--- src/design/lum_pkg.sv ---
// ----------------------------------------------------------------------------
// lum_pkg
// Shared types and constants of the link utilization meter.
// ----------------------------------------------------------------------------
`default_nettype none

package lum_pkg;

	localparam int unsigned CNT_W   = 32;
	localparam int unsigned PROD_W  = 64;
	localparam int unsigned ITER_W  = 7;
	localparam int unsigned PMIL_W  = 10;

	localparam logic [CNT_W-1:0] TPS_RESET = 32'd100000000;

	localparam int unsigned MBIT_SCALE     = 1000000;
	localparam int unsigned BITS_PER_OCTET = 8;

	localparam logic [PMIL_W-1:0] PMIL_FULL  = 10'd1000;
	localparam logic [PMIL_W-1:0] LINE_GIGE  = 10'd1000;
	localparam logic [PMIL_W-1:0] LINE_FAST  = 10'd100;
	localparam logic [PMIL_W-1:0] LINE_SLOW  = 10'd10;

	localparam logic [CNT_W-1:0] CAP_GIGE = 32'(1000 * MBIT_SCALE / BITS_PER_OCTET);
	localparam logic [CNT_W-1:0] CAP_FAST = 32'(100 * MBIT_SCALE / BITS_PER_OCTET);
	localparam logic [CNT_W-1:0] CAP_SLOW = 32'(10 * MBIT_SCALE / BITS_PER_OCTET);

	localparam logic [ITER_W-1:0] ITER_RATE = 7'd64;
	localparam logic [ITER_W-1:0] ITER_PMIL = 7'd10;

	localparam logic [1:0] CFG_PORT_SELECT = 2'd0;
	localparam logic [1:0] CFG_FAST_SELECT = 2'd1;
	localparam logic [1:0] CFG_TPS         = 2'd2;

	typedef struct packed {
		logic              start;
		logic [ITER_W-1:0] count;
		logic [CNT_W-1:0]  rem;
		logic [PROD_W-1:0] num;
		logic [CNT_W-1:0]  den;
	} div_req_t;

	typedef struct packed {
		logic              done;
		logic [PROD_W-1:0] quo;
	} div_rsp_t;

endpackage

`default_nettype wire

--- src/design/lum_divider.sv ---
// ----------------------------------------------------------------------------
// lum_divider
// Restoring divider, one quotient bit per cycle, with a loadable partial
// remainder and iteration count.
// ----------------------------------------------------------------------------
`default_nettype none

module lum_divider
	import lum_pkg::*;
(
	input  wire logic     clk,
	input  wire logic     arst_n,
	input  wire div_req_t req,
	output div_rsp_t      rsp
);

	logic              busy_q;
	logic              done_q;
	logic [ITER_W-1:0] cnt_q;
	logic [CNT_W-1:0]  rem_q;
	logic [PROD_W-1:0] num_q;
	logic [CNT_W-1:0]  den_q;

	logic [CNT_W:0] rem_sh;
	logic [CNT_W:0] diff;
	logic           ge;

	assign rem_sh = {rem_q, num_q[PROD_W-1]};
	assign diff   = rem_sh - {1'b0, den_q};
	assign ge     = rem_sh >= {1'b0, den_q};

	always_ff @(posedge clk or negedge arst_n) begin
		if (!arst_n) begin
			busy_q <= 1'b0;
			done_q <= 1'b0;
			cnt_q  <= '0;
		end else begin
			done_q <= 1'b0;
			if (req.start) begin
				busy_q <= 1'b1;
				cnt_q  <= req.count;
			end else if (busy_q) begin
				cnt_q <= cnt_q - 1'b1;
				if (cnt_q == 7'd1) begin
					busy_q <= 1'b0;
					done_q <= 1'b1;
				end
			end
		end
	end

	always_ff @(posedge clk) begin
		if (req.start) begin
			rem_q <= req.rem;
			num_q <= req.num;
			den_q <= req.den;
		end else if (busy_q) begin
			rem_q <= ge ? diff[CNT_W-1:0] : rem_sh[CNT_W-1:0];
			num_q <= {num_q[PROD_W-2:0], ge};
		end
	end

	assign rsp.done = done_q;
	assign rsp.quo  = num_q;

endmodule

`default_nettype wire

--- src/design/link_utilization_meter_core.sv ---
// ----------------------------------------------------------------------------
// link_utilization_meter_core
// Windowed throughput and utilization meter over free-running counters.
// ----------------------------------------------------------------------------
// Channel  Dir  Handshake            Payload
// s_*      in   s_tvalid/s_tready    tdata: now_ticks, tx_octets, rx_octets
//                                    tuser: command
// m_*      out  m_tvalid/m_tready    tdata: bytes_per_second, utilisation_pmil,
//                                    link_mbits; tuser: window_closed
// cfg_*    in   cfg_we               cfg_index, cfg_data
//
// A restart or an update inside an open window goes via S_DONE to the output
// register. An update that closes a window uses at most a pass of the shared
// 32x32 multiplier, 64 iterations of the shared divider for the rate, a second
// multiplier pass and 10 divider iterations for the per mille value. s_tready
// is high only in the idle state, so an input may be taken while a result waits
// on m_tready. Reset clears all window state and loads the default tick rate.
// ----------------------------------------------------------------------------
`default_nettype none

module link_utilization_meter_core
	import lum_pkg::*;
(
	input  wire logic        clk,
	input  wire logic        arst_n,
	input  wire logic        s_tvalid,
	output logic             s_tready,
	input  wire logic [95:0] s_tdata,   // now_ticks[31:0], tx_octets[63:32], rx_octets[95:64]
	input  wire logic [0:0]  s_tuser,   // command[0]
	output logic             m_tvalid,
	input  wire logic        m_tready,
	output logic [55:0]      m_tdata,   // bytes_per_second[31:0], utilisation_pmil[41:32],
	                                    // link_mbits[51:42], zero[55:52]
	output logic [0:0]       m_tuser,   // window_closed[0]
	input  wire logic        cfg_we,
	input  wire logic [1:0]  cfg_index,
	input  wire logic [31:0] cfg_data
);

	typedef enum logic [3:0] {
		S_IDLE,
		S_MUL,
		S_D1GO,
		S_D1WAIT,
		S_SCALE,
		S_D2GO,
		S_D2WAIT,
		S_DONE
	} state_t;

	state_t state_q;

	logic             port_sel_q;
	logic             fast_sel_q;
	logic [CNT_W-1:0] tps_q;

	logic [CNT_W-1:0]  win_start_q;
	logic [CNT_W-1:0]  tx_base_q;
	logic [CNT_W-1:0]  rx_base_q;
	logic [CNT_W-1:0]  rate_q;
	logic [PMIL_W-1:0] util_q;
	logic              closed_q;

	logic [CNT_W-1:0]  now_q;
	logic [CNT_W-1:0]  tx_q;
	logic [CNT_W-1:0]  rx_q;
	logic [CNT_W-1:0]  elapsed_q;
	logic [CNT_W-1:0]  delta_q;
	logic [PROD_W-1:0] prod_q;

	logic              out_valid_q;
	logic [CNT_W-1:0]  out_rate_q;
	logic [PMIL_W-1:0] out_util_q;
	logic [PMIL_W-1:0] out_mbits_q;
	logic              out_closed_q;

	logic              cmd;
	logic [CNT_W-1:0]  now_in;
	logic [CNT_W-1:0]  tx_in;
	logic [CNT_W-1:0]  rx_in;
	logic [CNT_W-1:0]  elapsed;
	logic [CNT_W-1:0]  delta;
	logic [PMIL_W-1:0] mbits;
	logic [CNT_W-1:0]  cap;
	logic [CNT_W-1:0]  mul_a;
	logic [CNT_W-1:0]  mul_b;
	logic [PROD_W-1:0] mul_p;
	logic              accept;

	div_req_t div_req;
	div_rsp_t div_rsp;

	assign cmd     = s_tuser[0];
	assign now_in  = s_tdata[31:0];
	assign tx_in   = s_tdata[63:32];
	assign rx_in   = s_tdata[95:64];
	assign elapsed = now_in - win_start_q;
	assign delta   = (tx_in - tx_base_q) + (rx_in - rx_base_q);

	assign s_tready = (state_q == S_IDLE);
	assign accept   = s_tvalid && s_tready;

	always_comb begin
		priority if (!port_sel_q) begin
			mbits = LINE_GIGE;
			cap   = CAP_GIGE;
		end else if (fast_sel_q) begin
			mbits = LINE_FAST;
			cap   = CAP_FAST;
		end else begin
			mbits = LINE_SLOW;
			cap   = CAP_SLOW;
		end
	end

	// shared multiplier
	assign mul_a = (state_q == S_MUL) ? delta_q : rate_q;
	assign mul_b = (state_q == S_MUL) ? tps_q : {22'd0, PMIL_FULL};
	assign mul_p = 64'(mul_a) * 64'(mul_b);

	always_comb begin
		div_req.start = (state_q == S_D1GO) || (state_q == S_D2GO);
		if (state_q == S_D1GO) begin
			div_req.count = ITER_RATE;
			div_req.rem   = '0;
			div_req.num   = prod_q;
			div_req.den   = elapsed_q;
		end else begin
			div_req.count = ITER_PMIL;
			div_req.rem   = prod_q[41:10];
			div_req.num   = {prod_q[9:0], 54'd0};
			div_req.den   = cap;
		end
	end

	lum_divider u_div (
		.clk    (clk),
		.arst_n (arst_n),
		.req    (div_req),
		.rsp    (div_rsp)
	);

	always_ff @(posedge clk or negedge arst_n) begin
		if (!arst_n) begin
			port_sel_q <= 1'b0;
			fast_sel_q <= 1'b0;
			tps_q      <= TPS_RESET;
		end else if (cfg_we) begin
			unique case (cfg_index)
				CFG_PORT_SELECT: port_sel_q <= cfg_data[0];
				CFG_FAST_SELECT: fast_sel_q <= cfg_data[0];
				CFG_TPS:         tps_q      <= cfg_data;
				default:         ;
			endcase
		end
	end

	always_ff @(posedge clk or negedge arst_n) begin
		if (!arst_n) begin
			state_q      <= S_IDLE;
			win_start_q  <= '0;
			tx_base_q    <= '0;
			rx_base_q    <= '0;
			rate_q       <= '0;
			util_q       <= '0;
			closed_q     <= 1'b0;
			out_valid_q  <= 1'b0;
			out_rate_q   <= '0;
			out_util_q   <= '0;
			out_mbits_q  <= '0;
			out_closed_q <= 1'b0;
		end else begin
			if (out_valid_q && m_tready && (state_q != S_DONE)) begin
				out_valid_q <= 1'b0;
			end
			unique case (state_q)
				S_IDLE: begin
					if (accept) begin
						closed_q <= 1'b0;
						if (cmd) begin
							win_start_q <= now_in;
							tx_base_q   <= '0;
							rx_base_q   <= '0;
							rate_q      <= '0;
							util_q      <= '0;
							state_q     <= S_DONE;
						end else if (elapsed >= tps_q) begin
							state_q <= S_MUL;
						end else begin
							state_q <= S_DONE;
						end
					end
				end
				S_MUL: begin
					if (elapsed_q == '0) begin
						rate_q  <= '0;
						state_q <= S_SCALE;
					end else begin
						state_q <= S_D1GO;
					end
				end
				S_D1GO: begin
					state_q <= S_D1WAIT;
				end
				S_D1WAIT: begin
					if (div_rsp.done) begin
						rate_q  <= div_rsp.quo[CNT_W-1:0];
						state_q <= S_SCALE;
					end
				end
				S_SCALE: begin
					if (rate_q >= cap) begin
						util_q      <= PMIL_FULL;
						win_start_q <= now_q;
						tx_base_q   <= tx_q;
						rx_base_q   <= rx_q;
						closed_q    <= 1'b1;
						state_q     <= S_DONE;
					end else begin
						state_q <= S_D2GO;
					end
				end
				S_D2GO: begin
					state_q <= S_D2WAIT;
				end
				S_D2WAIT: begin
					if (div_rsp.done) begin
						util_q      <= div_rsp.quo[PMIL_W-1:0];
						win_start_q <= now_q;
						tx_base_q   <= tx_q;
						rx_base_q   <= rx_q;
						closed_q    <= 1'b1;
						state_q     <= S_DONE;
					end
				end
				S_DONE: begin
					if (!out_valid_q || m_tready) begin
						out_valid_q  <= 1'b1;
						out_rate_q   <= rate_q;
						out_util_q   <= util_q;
						out_mbits_q  <= mbits;
						out_closed_q <= closed_q;
						state_q      <= S_IDLE;
					end
				end
				default: state_q <= S_IDLE;
			endcase
		end
	end

	always_ff @(posedge clk) begin
		if (accept) begin
			now_q     <= now_in;
			tx_q      <= tx_in;
			rx_q      <= rx_in;
			elapsed_q <= elapsed;
			delta_q   <= delta;
		end
		if (state_q == S_MUL || state_q == S_SCALE) begin
			prod_q <= mul_p;
		end
	end

	assign m_tvalid = out_valid_q;
	assign m_tdata  = {4'd0, out_mbits_q, out_util_q, out_rate_q};
	assign m_tuser  = out_closed_q;

endmodule

`default_nettype wire
--- config.mk ---
export PLATFORM = sky130hd
export DESIGN_NAME = link_utilization_meter_core
export DESIGN_NICKNAME = d
export VERILOG_FILES = /design/src/design/lum_pkg.sv /design/src/design/lum_divider.sv /design/src/design/link_utilization_meter_core.sv
export SDC_FILE = /design/constraint.sdc
export NUM_CORES = 2
export LEC_CHECK = 0
export BUFFER_PORTS_ARGS = -buffer_cell sky130_fd_sc_hd__buf_2
export CAP_MARGIN = 20
export CORE_ASPECT_RATIO = 0.8
export CORE_UTILIZATION = 60
export CTS_CLUSTER_SIZE = 16
export DETAILED_ROUTE_END_ITERATION = 12
export PLACE_DENSITY_LB_ADDON = 0.05
export SYNTH_ARGS = -nofsm -noshare
export SYNTH_HDL_FRONTEND = slang
export SYNTH_SLANG_ARGS = --single-unit
export TNS_END_PERCENT = 30
--- constraint.sdc ---
create_clock -name clk -period 21.6 [get_ports clk]
set_input_delay 3.24 -clock clk [delete_from_list [all_inputs] [get_ports clk]]
set_output_delay 3.24 -clock clk [all_outputs]
set_load 0.1 [all_outputs]
==> flow_metrics.py <==
metrics = {
    "run_status": {
        "outcome": "completed",
    },
    "die": {
        "num_io_pins": 195,
        "die_h_um": 292,
        "dieArea_um2": 106000,
        "initial_core_util": 0.610,
        "core_area_um2": 103000,
        "fp.dieW_um": 364,
        "fp-row-count": 105,
    },
    "sta": {
        "finalSetupViolCount": 0,
        "fin_tns_setup_ns": 0,
        "rsz0062_at_grt": "false",
        "relSlewSlack": 0.228,
        "fin_crit_sh": 0.516,
        "worstMarginPinSlew_ns": 1.15,
        "hold_viol": 0,
        "min_period_ns": 11.14,
        "fmax_mhz": 89.7,
        "skew_ns": 0.113,
        "whs_ns": 0.449,
        "final.setup.worst_slack_ns": 10.46,
        "slew_viol_final": 0,
    },
    "global_routing": {
        "grt_pass1_wl_mm": 301,
        "grt_util_all_layers": 0.384,
        "grt_pass1_vias": 47600,
        "antenna_found_initial": 18,
        "grt_max_degree": 232,
        "overflow": 0,
    },
    "logic_synthesis": {
        "synth_commonest_cells": "inv_1 (1,055), fa_1 (960), nand2_1 (854)",
        "synth-main-ff-cell": "edfxtp_1",
        "yosysMostFrequentCell": "inv_1",
        "yosys_warnings": 0,
        "yosysTopAreaCellShare": 0.305,
        "yosysTopAreaCell": "fa_1",
        "netlist_instances": 6337,
        "synthDistinctLibCells": 79,
        "async_reset_ff_frac": 0.399,
        "syn_area_um2": 63000,
        "syn_avg_cell_area_um2": 9.94,
        "ys_ff_latch": 586,
        "synth_edf_count": 352,
        "yosys-top-cells-area": "fa_1 (31%), edfxtp_1 (17%), dfrtp_1 (8.8%)",
        "yosysSeqAreaShare": 0.261,
    },
    "routing": {
        "dr.pass1.iters": 6,
        "wl_per_cell_um": 25.4,
        "via_count": 47000,
        "drt-vias-per-instance": 6.01,
        "drt_iter0_drc": 5190,
        "drc": 0,
        "final_antenna_net_count": 0,
        "postRouteWirelength_mm": 199,
    },
    "clocking": {
        "path_clk_slew_ns": 0.07,
        "numCtsBuffers": 61,
        "cts_tree": "yes",
        "post-cts-setup-buffers": 0,
        "ctsHoldBuffers": 0,
        "cts_root_buffer": "clkbuf_16",
        "cts_resized": 0,
        "clk_latency_ns": 0.74,
        "cts.sinks": 586,
        "clockBufferDepth": 3,
        "htreeDepth": 2,
    },
    "critical_path": {
        "cp.arrival_ns": 11.63,
        "cpPeakStageDelay_ns": 0.90,
        "crit_cells": 27,
        "crit_path_top_delay_cell": "o21ai_0",
        "crit_fanout": 231,
        "cpMostUsedCell": "fa_1",
        "crit_type": "reg -> reg",
        "cp-start-kind": "flip-flop",
        "crit_required_ns": 22.09,
        "crit_buf_inv": 6,
        "cp-end-kind": "flip-flop",
        "cp_top_family": "adder cells",
        "r2r_cells": 27,
    },
    "placed_design": {
        "dp_worst_setup_slack_ns": 10.67,
        "place_area_um2": 65200,
        "gp_congestion": 1.02,
        "portBuffers": 188,
        "dp_hpwl_mm": 149,
    },
    "run": {
        "maxCapViolations": 0,
    },
    "finish": {
        "seq_area_um2": 16400,
        "multi_input_area_um2": 41300,
        "area_growth_pct": 7.04,
        "drive_gt1_frac": 0.0821,
        "fill_cells": 8491,
        "design_area_um2": 67400,
        "fin_nets": 7871,
    },
    "hold_path": {
        "whs_path_depth": 2,
        "hp-class": "reg -> reg",
    },
}
## worst min-delay path: stages, from the launching register on
cell and delay, ns:
edfxtp_1 0.32, nand2_1 0.04, o21ai_0 0.08
## path summary, 6_finish.rpt
| path | from | end | slack [ns] |
|---|---|---|---|
| worst max-delay path | state_q[2] | prod_q[60] | 10.46 |
| worst min-delay path | rx_q[7] | rx_base_q[7] | 0.45 |
| worst max register to register | state_q[2] | prod_q[60] | 10.46 |
| worst min register to register | rx_q[7] | rx_base_q[7] | 0.45 |
| max in group asynchronous | arst_n | tx_base_q[19] | 17.14 |
| min in group asynchronous | arst_n | tps_q[9] | 2.51 |
## sequential cells by signal, summed over array words and instances, names as in the netlist, 3 cells and up
name         count
tps_q           32
elapsed_q       32
tx_base_q       32
out_rate_q      32
rate_q          32
out_util_q      10
rx_base_q       32
u_div.rem_q     32
delta_q         32
util_q          10
tx_q            32
rx_q            32
u_div.den_q     32
out_mbits_q      5
u_div.num_q     64
prod_q          64
state_q          3
now_q           32
u_div.cnt_q      7
win_start_q     32
## through the flow
stage          instances   util
2_1_floorplan       6342      -
3_3_place_gp        7685  0.631
3_5_place_dp        7685  0.631
4_1_cts             7801  0.652
5_1_grt             7807  0.653
6_report            7815  0.653
## area by class of cell
cell class | instances | share of cell area
Multi-Input combinational cell | 4361 | 0.613
Antenna cell | 8 | 0.000297
Sequential cell | 586 | 0.244
Inverter | 1056 | 0.0588
Clock buffer | 83 | 0.0257
Timing Repair Buffer | 297 | 0.0276
Clock inverter | 33 | 0.00505
Tap cell | 1391 | 0.0258
## routing by layer
metal  global-route usage  vias up  routed length (µm)
met1                0.545    23800               81300
li1                     -    20400                   -
met4                0.131       12                7690
met2                0.561     2437               85700
met5                    0        -                  90
met3                0.118      363               24000
## placed cells by master (no fill, tap or decap), types with 99 or more instances in the layout
cell and n:
o21ai_0 234, ha_1 412, mux2i_1 99, a21oi_1 180, and2_1 107, buf_2 187
nand2_1 851, a21o_1 114, dfrtp_1 222, inv_1 1054, edfxtp_1 352, fa_1 960
nor2_1 260, and3_1 406, xnor2_1 104, buf_4 102
## kinds of logic (layout without fill, tap and decap cells)
logic type / Yosys count / after routing / synth area share
and+or+nand+nor: 1899 / 1899 / 0.143
buffers and inverters: 1395 / 1469 / 0.0852
adders and majority gates: 1372 / 1372 / 0.387
AOI/OAI and AO/OA: 790 / 790 / 0.0796
DFF: 586 / 586 / 0.261
xor gates and xnor gates: 154 / 154 / 0.0214
muxes: 140 / 140 / 0.0231
other: 1 / 14 / 0.0000595
Power is left out: the tool's default activity adds up to more than one toggle a clock period on the data nets, which glitch-free logic cannot reach.
